File: src/hw/rtl/sha1_message_hasher_defines.svh
// assertion macros for the sha-1 message hasher
`ifndef SHA1_MESSAGE_HASHER_DEFINES_SVH
`define SHA1_MESSAGE_HASHER_DEFINES_SVH

`ifndef SYNTHESIS
// same-cycle implication, checked on every rising edge outside reset
`define SHA1_ASSERT_SAME(label, clk, rst_n, ante, cons, msg) \
  label: assert property (@(posedge clk) disable iff (!rst_n) (ante) |-> (cons)) else $error(msg);
// next-cycle implication
`define SHA1_ASSERT_NEXT(label, clk, rst_n, ante, cons, msg) \
  label: assert property (@(posedge clk) disable iff (!rst_n) (ante) |=> (cons)) else $error(msg);
`else
`define SHA1_ASSERT_SAME(label, clk, rst_n, ante, cons, msg)
`define SHA1_ASSERT_NEXT(label, clk, rst_n, ante, cons, msg)
`endif

`endif

File: src/hw/rtl/sha1mh_pkg.sv
// shared types, constants and round functions of the sha-1 message hasher
package sha1mh_pkg;

  localparam int unsigned BlockBytes = 64;
  localparam int unsigned FillW      = 7;   // holds 0..64
  localparam int unsigned TotalW     = 61;
  localparam int unsigned Rounds     = 80;
  localparam int unsigned RoundW     = 7;
  localparam int unsigned HashWords  = 5;
  localparam int unsigned WinWords   = 16;

  localparam logic [RoundW-1:0] LastRound = RoundW'(Rounds - 1);
  localparam logic [FillW-1:0]  LenFill   = FillW'(BlockBytes - 8);
  localparam logic [2:0]        LastWord  = 3'd4;
  localparam logic [2:0]        LastLen   = 3'd7;
  localparam logic [7:0]        PadMark   = 8'h80;

  localparam logic [31:0] K0 = 32'h5A827999;
  localparam logic [31:0] K1 = 32'h6ED9EBA1;
  localparam logic [31:0] K2 = 32'h8F1BBCDC;
  localparam logic [31:0] K3 = 32'hCA62C1D6;

  localparam logic [31:0] HInit [HashWords] = '{
    32'h67452301, 32'hEFCDAB89, 32'h98BADCFE, 32'h10325476, 32'hC3D2E1F0
  };

  typedef enum logic [2:0] {
    ST_ABSORB,
    ST_PAD_MARK,
    ST_PAD_ZERO,
    ST_PAD_LEN,
    ST_DRAIN,
    ST_EMIT
  } state_e;

  typedef enum logic [1:0] {
    SEL_DATA,
    SEL_MARK,
    SEL_ZERO,
    SEL_LEN
  } byte_sel_e;

  typedef enum logic [1:0] {
    STG_CH,
    STG_PAR1,
    STG_MAJ,
    STG_PAR2
  } stage_e;

  typedef struct packed {
    logic      shift;      // push one byte into the block buffer
    byte_sel_e byte_sel;
    logic [2:0] len_idx;   // length byte, most significant first
    logic      count;      // bump the message byte count
    logic      set_ovf;
    logic      start;      // hand the full block to the round engine
    logic      clear;      // back to the initial state for a new message
    logic [2:0] word_sel;
  } dp_cmd_t;

  typedef struct packed {
    logic full;
    logic at_len;
    logic busy;
    logic total_max;
    logic ovf;
  } dp_sts_t;

  function automatic logic [31:0] round_f(stage_e stg, logic [31:0] b, logic [31:0] c,
                                          logic [31:0] d);
    logic [31:0] f;
    unique case (stg)
      STG_CH:  f = (b & c) | (~b & d);
      STG_MAJ: f = (b & c) | (b & d) | (c & d);
      default: f = b ^ c ^ d;
    endcase
    return f;
  endfunction

  function automatic logic [31:0] round_k(stage_e stg);
    logic [31:0] k;
    unique case (stg)
      STG_CH:   k = K0;
      STG_PAR1: k = K1;
      STG_MAJ:  k = K2;
      default:  k = K3;
    endcase
    return k;
  endfunction

endpackage

File: src/hw/rtl/sha1mh_datapath.sv
// block buffer, byte count, chaining words and round engine
module sha1mh_datapath (
  input  logic                clk_i,
  input  logic                rst_ni,
  input  logic [7:0]          data_byte_i,
  input  sha1mh_pkg::dp_cmd_t cmd_i,
  output sha1mh_pkg::dp_sts_t sts_o,
  output logic [31:0]         digest_word_o,
  output logic                length_overflow_o
);

  logic [7:0]  blk_q [sha1mh_pkg::BlockBytes];
  logic [sha1mh_pkg::FillW-1:0]  fill_q;
  logic [sha1mh_pkg::TotalW-1:0] total_q;
  logic        ovf_q;
  logic [31:0] h_q  [sha1mh_pkg::HashWords];
  logic [31:0] wk_q [sha1mh_pkg::HashWords];
  logic [31:0] w_q  [sha1mh_pkg::WinWords];
  logic [sha1mh_pkg::RoundW-1:0] rnd_q;
  logic        busy_q;
  logic        fin_q;

  logic [63:0] len_bits;
  logic [7:0]  shift_byte;
  sha1mh_pkg::stage_e stg;
  logic [31:0] t_sum;
  logic [31:0] w_mix;
  logic [31:0] w_new;

  assign len_bits = {total_q, 3'b000};

  always_comb begin
    unique case (cmd_i.byte_sel)
      sha1mh_pkg::SEL_DATA: shift_byte = data_byte_i;
      sha1mh_pkg::SEL_MARK: shift_byte = sha1mh_pkg::PadMark;
      sha1mh_pkg::SEL_ZERO: shift_byte = 8'h00;
      default:              shift_byte = len_bits[{3'd7 - cmd_i.len_idx, 3'b000} +: 8];
    endcase
  end

  // byte shift line, first byte of the block ends up at the top
  always_ff @(posedge clk_i) begin
    if (cmd_i.shift) begin
      for (int i = sha1mh_pkg::BlockBytes - 1; i > 0; i--) begin
        blk_q[i] <= blk_q[i-1];
      end
      blk_q[0] <= shift_byte;
    end
  end

  always_ff @(posedge clk_i or negedge rst_ni) begin
    if (!rst_ni) begin
      fill_q  <= '0;
      total_q <= '0;
      ovf_q   <= 1'b0;
    end else if (cmd_i.clear) begin
      fill_q  <= '0;
      total_q <= '0;
      ovf_q   <= 1'b0;
    end else begin
      if (cmd_i.start) begin
        fill_q <= '0;
      end else if (cmd_i.shift) begin
        fill_q <= fill_q + 1'b1;
      end
      if (cmd_i.count) begin
        total_q <= total_q + 1'b1;
      end
      if (cmd_i.set_ovf) begin
        ovf_q <= 1'b1;
      end
    end
  end

  // round logic
  always_comb begin
    if (rnd_q < sha1mh_pkg::RoundW'(20)) begin
      stg = sha1mh_pkg::STG_CH;
    end else if (rnd_q < sha1mh_pkg::RoundW'(40)) begin
      stg = sha1mh_pkg::STG_PAR1;
    end else if (rnd_q < sha1mh_pkg::RoundW'(60)) begin
      stg = sha1mh_pkg::STG_MAJ;
    end else begin
      stg = sha1mh_pkg::STG_PAR2;
    end
  end

  assign t_sum = {wk_q[0][26:0], wk_q[0][31:27]}
               + sha1mh_pkg::round_f(stg, wk_q[1], wk_q[2], wk_q[3])
               + wk_q[4] + sha1mh_pkg::round_k(stg) + w_q[0];
  assign w_mix = w_q[13] ^ w_q[8] ^ w_q[2] ^ w_q[0];
  assign w_new = {w_mix[30:0], w_mix[31]};

  always_ff @(posedge clk_i or negedge rst_ni) begin
    if (!rst_ni) begin
      busy_q <= 1'b0;
      fin_q  <= 1'b0;
      rnd_q  <= '0;
    end else if (cmd_i.start) begin
      busy_q <= 1'b1;
      fin_q  <= 1'b0;
      rnd_q  <= '0;
    end else if (busy_q) begin
      if (fin_q) begin
        busy_q <= 1'b0;
        fin_q  <= 1'b0;
      end else if (rnd_q == sha1mh_pkg::LastRound) begin
        fin_q <= 1'b1;
      end else begin
        rnd_q <= rnd_q + 1'b1;
      end
    end
  end

  // schedule window and working words
  always_ff @(posedge clk_i) begin
    if (cmd_i.start) begin
      for (int k = 0; k < sha1mh_pkg::WinWords; k++) begin
        w_q[k] <= {blk_q[63-4*k], blk_q[62-4*k], blk_q[61-4*k], blk_q[60-4*k]};
      end
      for (int k = 0; k < sha1mh_pkg::HashWords; k++) begin
        wk_q[k] <= h_q[k];
      end
    end else if (busy_q && !fin_q) begin
      for (int k = 0; k < sha1mh_pkg::WinWords - 1; k++) begin
        w_q[k] <= w_q[k+1];
      end
      w_q[sha1mh_pkg::WinWords-1] <= w_new;
      wk_q[4] <= wk_q[3];
      wk_q[3] <= wk_q[2];
      wk_q[2] <= {wk_q[1][1:0], wk_q[1][31:2]};
      wk_q[1] <= wk_q[0];
      wk_q[0] <= t_sum;
    end
  end

  always_ff @(posedge clk_i or negedge rst_ni) begin
    if (!rst_ni) begin
      for (int k = 0; k < sha1mh_pkg::HashWords; k++) begin
        h_q[k] <= sha1mh_pkg::HInit[k];
      end
    end else if (cmd_i.clear) begin
      for (int k = 0; k < sha1mh_pkg::HashWords; k++) begin
        h_q[k] <= sha1mh_pkg::HInit[k];
      end
    end else if (busy_q && fin_q) begin
      for (int k = 0; k < sha1mh_pkg::HashWords; k++) begin
        h_q[k] <= h_q[k] + wk_q[k];
      end
    end
  end

  always_comb begin
    unique case (cmd_i.word_sel)
      3'd0:    digest_word_o = h_q[0];
      3'd1:    digest_word_o = h_q[1];
      3'd2:    digest_word_o = h_q[2];
      3'd3:    digest_word_o = h_q[3];
      3'd4:    digest_word_o = h_q[4];
      default: digest_word_o = '0;
    endcase
    if (ovf_q) begin
      digest_word_o = '0;
    end
  end

  assign length_overflow_o = ovf_q;

  assign sts_o.full      = fill_q[sha1mh_pkg::FillW-1];
  assign sts_o.at_len    = (fill_q == sha1mh_pkg::LenFill);
  assign sts_o.busy      = busy_q;
  assign sts_o.total_max = &total_q;
  assign sts_o.ovf       = ovf_q;

endmodule

File: src/hw/rtl/sha1mh_ctrl.sv
// message controller: absorb, padding, drain and digest output
module sha1mh_ctrl (
  input  logic                clk_i,
  input  logic                rst_ni,
  input  logic                in_valid_i,
  output logic                in_ready_o,
  input  logic                byte_present_i,
  input  logic                message_end_i,
  output logic                out_valid_o,
  input  logic                out_ready_i,
  output logic [2:0]          word_number_o,
  output logic                last_word_o,
  output sha1mh_pkg::dp_cmd_t cmd_o,
  input  sha1mh_pkg::dp_sts_t sts_i
);

  sha1mh_pkg::state_e state_q, state_d;
  logic [2:0] len_q, len_d;
  logic [2:0] word_q, word_d;

  always_ff @(posedge clk_i or negedge rst_ni) begin
    if (!rst_ni) begin
      state_q <= sha1mh_pkg::ST_ABSORB;
      len_q   <= '0;
      word_q  <= '0;
    end else begin
      state_q <= state_d;
      len_q   <= len_d;
      word_q  <= word_d;
    end
  end

  always_comb begin
    state_d        = state_q;
    len_d          = len_q;
    word_d         = word_q;
    cmd_o          = '0;
    cmd_o.byte_sel = sha1mh_pkg::SEL_DATA;
    cmd_o.len_idx  = len_q;
    cmd_o.word_sel = word_q;
    cmd_o.start    = sts_i.full && !sts_i.busy;
    in_ready_o     = 1'b0;
    out_valid_o    = 1'b0;

    unique case (state_q)
      sha1mh_pkg::ST_ABSORB: begin
        in_ready_o = !sts_i.full;
        if (in_valid_i && !sts_i.full) begin
          if (byte_present_i && !sts_i.ovf) begin
            if (sts_i.total_max) begin
              cmd_o.set_ovf = 1'b1;
            end else begin
              cmd_o.shift = 1'b1;
              cmd_o.count = 1'b1;
            end
          end
          if (message_end_i) begin
            if (sts_i.ovf || (byte_present_i && sts_i.total_max)) begin
              state_d = sha1mh_pkg::ST_DRAIN;
            end else begin
              state_d = sha1mh_pkg::ST_PAD_MARK;
            end
          end
        end
      end
      sha1mh_pkg::ST_PAD_MARK: begin
        if (!sts_i.full) begin
          cmd_o.shift    = 1'b1;
          cmd_o.byte_sel = sha1mh_pkg::SEL_MARK;
          state_d        = sha1mh_pkg::ST_PAD_ZERO;
        end
      end
      sha1mh_pkg::ST_PAD_ZERO: begin
        if (sts_i.at_len) begin
          len_d   = '0;
          state_d = sha1mh_pkg::ST_PAD_LEN;
        end else if (!sts_i.full) begin
          cmd_o.shift    = 1'b1;
          cmd_o.byte_sel = sha1mh_pkg::SEL_ZERO;
        end
      end
      sha1mh_pkg::ST_PAD_LEN: begin
        if (!sts_i.full) begin
          cmd_o.shift    = 1'b1;
          cmd_o.byte_sel = sha1mh_pkg::SEL_LEN;
          len_d          = len_q + 1'b1;
          if (len_q == sha1mh_pkg::LastLen) begin
            state_d = sha1mh_pkg::ST_DRAIN;
          end
        end
      end
      sha1mh_pkg::ST_DRAIN: begin
        if (!sts_i.busy && !sts_i.full) begin
          word_d  = '0;
          state_d = sha1mh_pkg::ST_EMIT;
        end
      end
      sha1mh_pkg::ST_EMIT: begin
        out_valid_o = 1'b1;
        if (out_ready_i) begin
          if (word_q == sha1mh_pkg::LastWord) begin
            cmd_o.clear = 1'b1;
            word_d      = '0;
            state_d     = sha1mh_pkg::ST_ABSORB;
          end else begin
            word_d = word_q + 1'b1;
          end
        end
      end
      default: state_d = sha1mh_pkg::ST_ABSORB;
    endcase
  end

  assign word_number_o = word_q;
  assign last_word_o   = (state_q == sha1mh_pkg::ST_EMIT) && (word_q == sha1mh_pkg::LastWord);

endmodule

File: src/hw/rtl/sha1_message_hasher.sv
// sha-1 message hasher top level: controller plus datapath
// usage:
//   input channel (in_valid_i / in_ready_o) takes one transfer per message byte;
//   byte_present_i marks a real byte, message_end_i closes the message (a byte in
//   the same transfer is its last byte)
//   output channel (out_valid_o / out_ready_i) gives five transfers per message,
//   digest words 0..4, last_word_o on word 4, length_overflow_o with zero words
//   when the byte count ran past 2^61-1
// throughput: one byte per cycle into a 64-byte shift buffer while it is not full;
//   a full block moves to the round engine (80 rounds, one chaining add) as soon
//   as the engine is idle, and the buffer fills with the next block meanwhile, so
//   a stream of blocks is limited by the round engine, the input stalling on a full buffer
// after the end transfer: padding shifts one byte per cycle to the block end while
//   the buffer is not full (through an extra block when the length does not fit),
//   then the length field; the last block then passes handoff, the 80 rounds, the
//   chaining add and a state change before word 0, later while the engine is still busy;
//   words follow one per cycle while out_ready_i is high
// no input transfer is taken during padding or while the digest is read out
// a stalled receiver simply holds the current word; nothing is lost
// reset: chaining words to initial values, count and overflow clear, buffer unset
module sha1_message_hasher (
  input  logic        clk_i,
  input  logic        rst_ni,
  input  logic        in_valid_i,
  output logic        in_ready_o,
  input  logic [7:0]  data_byte_i,
  input  logic        byte_present_i,
  input  logic        message_end_i,
  output logic        out_valid_o,
  input  logic        out_ready_i,
  output logic [31:0] digest_word_o,
  output logic [2:0]  word_number_o,
  output logic        last_word_o,
  output logic        length_overflow_o
);

`include "sha1_message_hasher_defines.svh"

  // command and status between controller and datapath
  sha1mh_pkg::dp_cmd_t dp_cmd;
  sha1mh_pkg::dp_sts_t dp_sts;

  sha1mh_ctrl u_ctrl (
    .clk_i          (clk_i),
    .rst_ni         (rst_ni),
    .in_valid_i     (in_valid_i),
    .in_ready_o     (in_ready_o),
    .byte_present_i (byte_present_i),
    .message_end_i  (message_end_i),
    .out_valid_o    (out_valid_o),
    .out_ready_i    (out_ready_i),
    .word_number_o  (word_number_o),
    .last_word_o    (last_word_o),
    .cmd_o          (dp_cmd),
    .sts_i          (dp_sts)
  );

  // block buffer, count, chaining words and round engine
  sha1mh_datapath u_datapath (
    .clk_i             (clk_i),
    .rst_ni            (rst_ni),
    .data_byte_i       (data_byte_i),
    .cmd_i             (dp_cmd),
    .sts_o             (dp_sts),
    .digest_word_o     (digest_word_o),
    .length_overflow_o (length_overflow_o)
  );

  // the two channels never open together
  `SHA1_ASSERT_SAME(a_one_side, clk_i, rst_ni, in_ready_o, !out_valid_o, "input and output open together")
  // digest words are only shown once the round engine has settled
  `SHA1_ASSERT_SAME(a_emit_idle, clk_i, rst_ni, out_valid_o, !dp_sts.busy, "digest shown while engine busy")
  // a block handoff empties the buffer and occupies the engine
  `SHA1_ASSERT_NEXT(a_start, clk_i, rst_ni, dp_cmd.start, dp_sts.busy && !dp_sts.full, "block handoff failed")
  // after the last digest word the block is ready for a new message at once
  `SHA1_ASSERT_NEXT(a_restart, clk_i, rst_ni, out_valid_o && out_ready_i && last_word_o, in_ready_o, "no restart after digest")

endmodule

File: config.mk
export PLATFORM = sky130hd
export DESIGN_NAME = sha1_message_hasher
export DESIGN_NICKNAME = d
export VERILOG_FILES = /design/src/hw/rtl/sha1mh_pkg.sv /design/src/hw/rtl/sha1mh_datapath.sv /design/src/hw/rtl/sha1mh_ctrl.sv /design/src/hw/rtl/sha1_message_hasher.sv
export VERILOG_INCLUDE_DIRS = /design/src /design/src/hw/rtl
export SDC_FILE = /design/constraint.sdc
export NUM_CORES = 2
export LEC_CHECK = 0
export ABC_AREA = 1
export BUFFER_PORTS_ARGS = -buffer_cell sky130_fd_sc_hd__buf_2
export CAP_MARGIN = 5
export CORE_AREA = 2 2 411 413
export DETAILED_ROUTE_END_ITERATION = 6
export DIE_AREA = 0 0 413 415
export GPL_ROUTABILITY_DRIVEN = 0
export PLACE_DENSITY = 0.62
export SLEW_MARGIN = 30
export SYNTH_ARGS = -nofsm -noshare
export SYNTH_HDL_FRONTEND = slang
export SYNTH_SLANG_ARGS = --single-unit
File: constraint.sdc
create_clock -name clk_i -period 16.85 [get_ports clk_i]
set_input_delay 1.685 -clock clk_i [delete_from_list [all_inputs] [get_ports clk_i]]
set_output_delay 1.685 -clock clk_i [all_outputs]
set_load 0.005 [all_outputs]
# Word-level counts from Yosys, hierarchy flattened
# Memories as Yosys holds them, arrays and structs flattened.
# Index checks and enable logic that the tools add are counted.
# classes
multipliers,0
n_lt_le_gt_ge,3
eq_ne,27
div_mod_pow,0
n_reduce_logical,29
n_mux,92
add_sub_neg,15
bitwise_logic,34
shifts,1
# op_table
operator,count
two-way mux 32 bit,22
two-way mux 160 bit,2
adder 32 bit,9
case mux 32 bit (5 select lines),1
bitwise XOR 32 bit,5
bitwise AND 32 bit,4
two-way mux 61 bit,2
OR 32 bit,3
case mux 32 bit (3 select lines),1
case mux 32 bit (2 select lines),1
variable part select 64 x 7 -> 8 bit,1
adder 61 x 1 -> 61 bit (second input constant),1
AND reduction 61 bit,1
two-way mux 3 bit,19
two-way mux 7 bit,7
NOT 32 bit,1
two-way mux 1 bit,26
case mux 8 bit (3 select lines),1
OR 1 bit,21
case mux 3 bit (6 select lines),1
adder 7 x 1 -> 7 bit (second input constant),2
< comparator 7 x 6 -> 1 bit (second input constant),2
inequality test 2 bit (second input constant),7
equality test 3 x 2 -> 1 bit (second input constant),4
23 further kinds,57
# totals
rom_bits,0
memories,3
inputBits,14
ramBits,1184
regBits,247
word_cells,218
latchBits,0
out_inout_bits,39
# memory_table
name,depth,width,rd,rd_ports_with_merged_regs,write_ports,line_no,source
u_datapath.blk_q,64,8,64,0,64,sha1mh_datapath.sv:12,logic [7:0] blk_q [sha1mh_pkg::BlockBytes];
u_datapath.w_q,16,32,16,0,16,sha1mh_datapath.sv:18,logic [31:0] w_q [sha1mh_pkg::WinWords];
u_datapath.wk_q,5,32,5,0,5,sha1mh_datapath.sv:17,logic [31:0] wk_q [sha1mh_pkg::HashWords];

# Longest topological paths before layout
# logic_depth
ltp_word,11
mapped_depth,32
ltp_nobuf,28

# By module
# From an unflattened synthesis, not the netlist that was laid out.
# hier_totals
cells_unflattened,8144
hier_area_um2,74664.1
# modules_own_cells
mod,cells_each,seq_area_each_um2,instances,area_per_inst_um2
sha1mh_datapath,8038,41609.9,1,73912.1
sha1mh_ctrl,106,225.2,1,752.0

# Worst setup path before layout
# OpenSTA, ideal clock, no wires.
# synth_timing
kind,reg2reg
from,register u_datapath.fill_q[6] in the netlist's numbering
to,register u_datapath.busy_q
path_buffers,3
period_less_slack_ns,16.889
setup_time_ns,1.640
arrival_ns,15.250
stages_incl_launch_ff,8
setup_slack_ns,-0.039
t_required_ns,15.210
path_cell_list,dfrtp_1 clkbuf_1 inv_1 nor2_1 buf_2 clkinv_1 clkbuf_1 nand2_1
# synth_between
elab_chain_cells,2
# synth_lines
element,line_no,source
start: declaration,sha1mh_datapath.sv:13,logic [sha1mh_pkg::FillW-1:0] fill_q;
start signal: assignment,sha1mh_datapath.sv:64,fill_q <= fill_q + 1'b1;
logical AND 1 bit,sha1mh_ctrl.sv:41,cmd_o.start = sts_i.full && !sts_i.busy;
two-way mux 1 bit,sha1mh_datapath.sv:99,end else if (cmd_i.start) begin
end signal: assignment,sha1mh_datapath.sv:96,busy_q <= 1'b0;
end signal: assignment,sha1mh_datapath.sv:100,busy_q <= 1'b1;
end signal: assignment,sha1mh_datapath.sv:105,busy_q <= 1'b0;
end: declaration,sha1mh_datapath.sv:20,logic busy_q;
# Every way passes these cells.
# A chain may end at the register's enable or synchronous reset.

==> summary.md <==
| Metric | Value |
|---|---|
| Status | complete, but fails checks |
| Failing checks | design-rule violations |
| Pint | 7.64 mW |
| Core Rows | 150 |
| Dpl cells | 10201 |
| RSZ-0062 raised after global routing | no |
| Gr usage total | 26.0% |
| Synth Register Bits | 1431 |
| Post-cts hold buffer count | 0 |
| Slew headroom | 26.0% |
| Crit path launch | u_datapath.rnd_q[4] |
| Die area | 0.171 mm² |
| Maximum clock rate | 0.160 GHz |
| Worst min path class | flip-flop to flip-flop |
| End point of the critical path | u_datapath.wk_q[0][31] |
| 1st-iter DRT viols | 6734 |
| CTS resizes | 0 |
| Ys flop type | edfxtp_1 |
| Net Count, Synth | 8508 |
| R2r endpoint | u_datapath.wk_q[0][31] |
| Clock tree sinks | 1431 |
| R2R depth | 27 |
| Sw frac | 35.0% |
| Area growth from synthesis to layout | 10.1% |
| Clock share of power | 28.9% |
| Mapped Area | 0.0748 mm² |
| First-pass GRT wire length | 339 mm |
| VDD IR-drop max | 133 µV |
| Share of cells above drive strength 1 | 5.58% |
| Pleak | 34.3 nW |
| Worst-Skew Late Latency | 0.81 ns |
| Max Cap Viol | 0 |
| Yosys Warn Count | 0 |
| Slew @ Worst Pin | 1.11 ns |
| Net Sw Power | 4.12 mW |
| Vias in the first global route | 55110 |
| Die Y | 415 µm |
| Final non-filler cell total | 10484 |
| CTS Buf Count | 152 |
| Hold Fails Final Rpt | 0 |
| CTS tree | built |
| Max Transition Viols Final | 0 |
| Register area share after synthesis | 55.9% |
| Reg clk slew, reported paths | 0.06 ns |
| HPWL after detailed placement | 158 mm |
| Clock buffer depth | 3 |
| WP data required | 17.38 ns |
| Routed vias | 57901 |
| Antenna-violating nets left | 0 |
| Grt total ovfl | 0 |
| CP arrival | 6.80 ns |
| DRT Wirelength | 225 mm |
| Pwr/cell area | 143 mW/mm² |
| Post-synth ARST share | 17.3% |
| Initial antenna violation count | 1 |
| Setup crit start kind | flip-flop |
| Final Net Count | 8503 |
| Setup-failing EPs final | 0 |
| Critical path class | flip-flop to flip-flop |
| Largest net degree at the start of global routing | 228 |
| Setup TNS | 0 ns |
| Tot Pwr | 11.8 mW |
| Tmin final | 6.27 ns |
| Core area | 0.167 mm² |
| Dpl ws | 10.73 ns |
| Reg-to-reg setup timing slack | 10.58 ns |
| Via-to-Cell Ratio | 5.52 |
| Avg WL per Cell | 21.5 µm |
| Post-synth EDFFs | 1184 |
| Tcrit/Tclk final | 37.2% |
| Setup Fix Bufs, Post-CTS | 0 |
| Syn_area_per_cell | 9.17 µm² |
| I/O Pins | 53 |
| Final worst setup slack | 10.58 ns |
| Die X | 413 µm |
| Htree depth | 4 |
| Reg2reg start | u_datapath.rnd_q[4] |
| Nature of the critical path endpoint | flip-flop |
| Share of total power in combinational logic | 26.0% |
| Reg power frac | 45.1% |
| Port Buf Inserts | 52 |
| Synth Instances | 8161 |
| Starting Density | 44.9% |
| Worst Skew | 0.0483 ns |
| Synth unique cells | 55 |
| DRT Pass-1 Iters | 7 |
| Maximum fanout along the worst path | 68 |
| DRC Markers | 3 |
| CTS Root Cell | clkbuf_16 |
state kept, by name, indices dropped and copies added, names as in the netlist:
| name | cells |
|---|---|
| u_datapath.blk_q | 512 |
| u_datapath.w_q | 512 |
| u_datapath.h_q | 160 |
| u_datapath.wk_q | 160 |
| u_datapath.total_q | 61 |
| u_datapath.fill_q | 7 |
| u_datapath.rnd_q | 7 |
| u_ctrl.len_q | 3 |
| u_ctrl.state_q | 3 |
| u_ctrl.word_number_o | 3 |
| u_datapath.busy_q | 1 |
| u_datapath.fin_q | 1 |
| u_datapath.length_overflow_o | 1 |
cell usage in the layout, fill, tap and decap left out, types with 7 or more instances in the layout:
| master | instances |
|---|---|
| bufinv_16 | 11 |
| clkinv_2 | 19 |
| buf_4 | 27 |
| nand4_1 | 71 |
| nand3_1 | 361 |
| a22oi_1 | 29 |
| o211ai_1 | 10 |
| o21bai_1 | 23 |
| nor3_1 | 73 |
| buf_2 | 51 |
| clkbuf_8 | 13 |
| edfxtp_1 | 1184 |
| xor2_1 | 82 |
| nand2_1 | 3018 |
| o21ai_2 | 21 |
| o21ai_1 | 8 |
| a311oi_1 | 14 |
| nand3b_1 | 13 |
| a21oi_1 | 284 |
| inv_2 | 8 |
| o22ai_1 | 79 |
| a31oi_1 | 7 |
| buf_12 | 8 |
| dfrtp_1 | 165 |
| a221oi_1 | 7 |
| xnor2_1 | 117 |
| a21o_1 | 9 |
| inv_1 | 867 |
| clkbuf_16 | 156 |
| ha_1 | 208 |
| a22o_1 | 14 |
| clkbuf_1 | 44 |
| or2_2 | 10 |
| nor2_1 | 497 |
| fa_1 | 125 |
| o21ai_0 | 464 |
| clkinv_1 | 18 |
| dfstp_2 | 80 |
layout make-up:
| cell class | instances | area [µm²] |
|---|---|---|
| clock inverter | 64 | 751 |
| sequential | 1431 | 41800 |
| fill | 15399 | 84300 |
| inverter | 881 | 3330 |
| multi-input combinational | 5594 | 28600 |
| tap | 2204 | 2760 |
| clock buffer | 213 | 4250 |
| antenna | 1 | 2.50 |
| timing repair buffer | 96 | 816 |
cell usage after synthesis (all sizes together) (23+ instances only):
cell,count,area share (%)
ha,208,3.5
clkbuf,202,1.0
dfstp,80,2.8
o21ai,493,3.4
dfrtp,167,5.6
xor2,82,0.96
fa,125,3.3
a21oi,284,1.9
buf,53,0.48
nand3,362,2.4
o22ai,79,0.66
nor2,504,2.6
xnor2,117,1.4
nand2,3027,15
o21bai,23,0.23
a22oi,29,0.29
edfxtp,1184,48
nand4,71,0.59
inv,877,4.4
nor3,75,0.53
cell families (layout without fill, tap and decap cells):
family | Yosys count | in the layout | synth area share, %
compound gates | 984 | 984 | 7.30
xor+xnor | 199 | 199 | 2.33
fa+ha+maj | 333 | 333 | 6.82
buf+inv | 1136 | 1254 | 5.91
flops | 1431 | 1431 | 55.9
mux | 5 | 5 | 0.0903
other cells | 0 | 1 | 0
simple gates | 4073 | 4073 | 21.7
power by group through the flow:
stage          Clock (mW)  Sequential, mW  Combinational [mW]
3_5_place_dp            0            5.34                2.96
5_1_grt              3.60            5.37                3.37
6_report             3.40            5.31                3.06
3_3_place_gp            0            5.33                2.92
4_1_cts              3.46            5.29                2.97
2_1_floorplan           0            5.30                2.04
per-stage QoR:
step | utilization [%] | hold slack, ns | area [µm²]
after global placement | 46.3 | 0.428 | 77200
after floorplan | - | 0.427 | 74800
after global routing | 49.4 | 0.426 | 82400
after detailed placement | 46.3 | 0.432 | 77200
after CTS | 49.3 | 0.418 | 82200
final | 49.4 | 0.421 | 82400
worst max-delay path, cell delays in order, from the launching register on:
cell      delay [ns]
dfrtp_1         0.46
inv_1           0.10
nand2_1         0.08
nand3_1         0.13
nand2_2         0.10
buf_4           0.52
ha_1            0.26
buf_4           0.38
o21ai_0         0.18
o211ai_1        0.18
o21ai_0         0.14
fa_1            0.55
inv_1           0.06
fa_1            0.54
inv_1           0.06
fa_1            0.53
inv_1           0.05
ha_1            0.37
nand2_1         0.12
inv_1           0.05
nand2_1         0.08
inv_1           0.06
a21oi_1         0.24
nand2_1         0.20
a21oi_1         0.26
nand3_1         0.10
nand3_1         0.10
nand2_1         0.06
routing by layer:
layer | vias up | wire length (µm) | GRT usage, %
met2 | 2681 | 97200 | 38.3
met3 | 599 | 22200 | 5.54
met5 | - | 13 | 0
met1 | 27790 | 92300 | 36.1
li1 | 26829 | - | -
met4 | 2 | 13300 | 13.6
worst min-delay path by stage:
stage / start / endpoint / slack, ns / cells past startpoint
5_1_grt: u_datapath.blk_q[1][38] / u_datapath.blk_q[1][46] / 0.43 / 0
4_1_cts: u_datapath.blk_q[2][115] / u_datapath.blk_q[2][123] / 0.42 / 0
6_report: u_datapath.blk_q[2][115] / u_datapath.blk_q[2][123] / 0.42 / 0
3_3_place_gp: u_datapath.blk_q[2][125] / u_datapath.blk_q[3][5] / 0.43 / 0
3_5_place_dp: u_datapath.blk_q[1][54] / u_datapath.blk_q[1][62] / 0.43 / 0
2_1_floorplan: u_datapath.blk_q[0][92] / u_datapath.blk_q[0][100] / 0.43 / 0
Note: power is estimated with default switching activity, not from simulation.
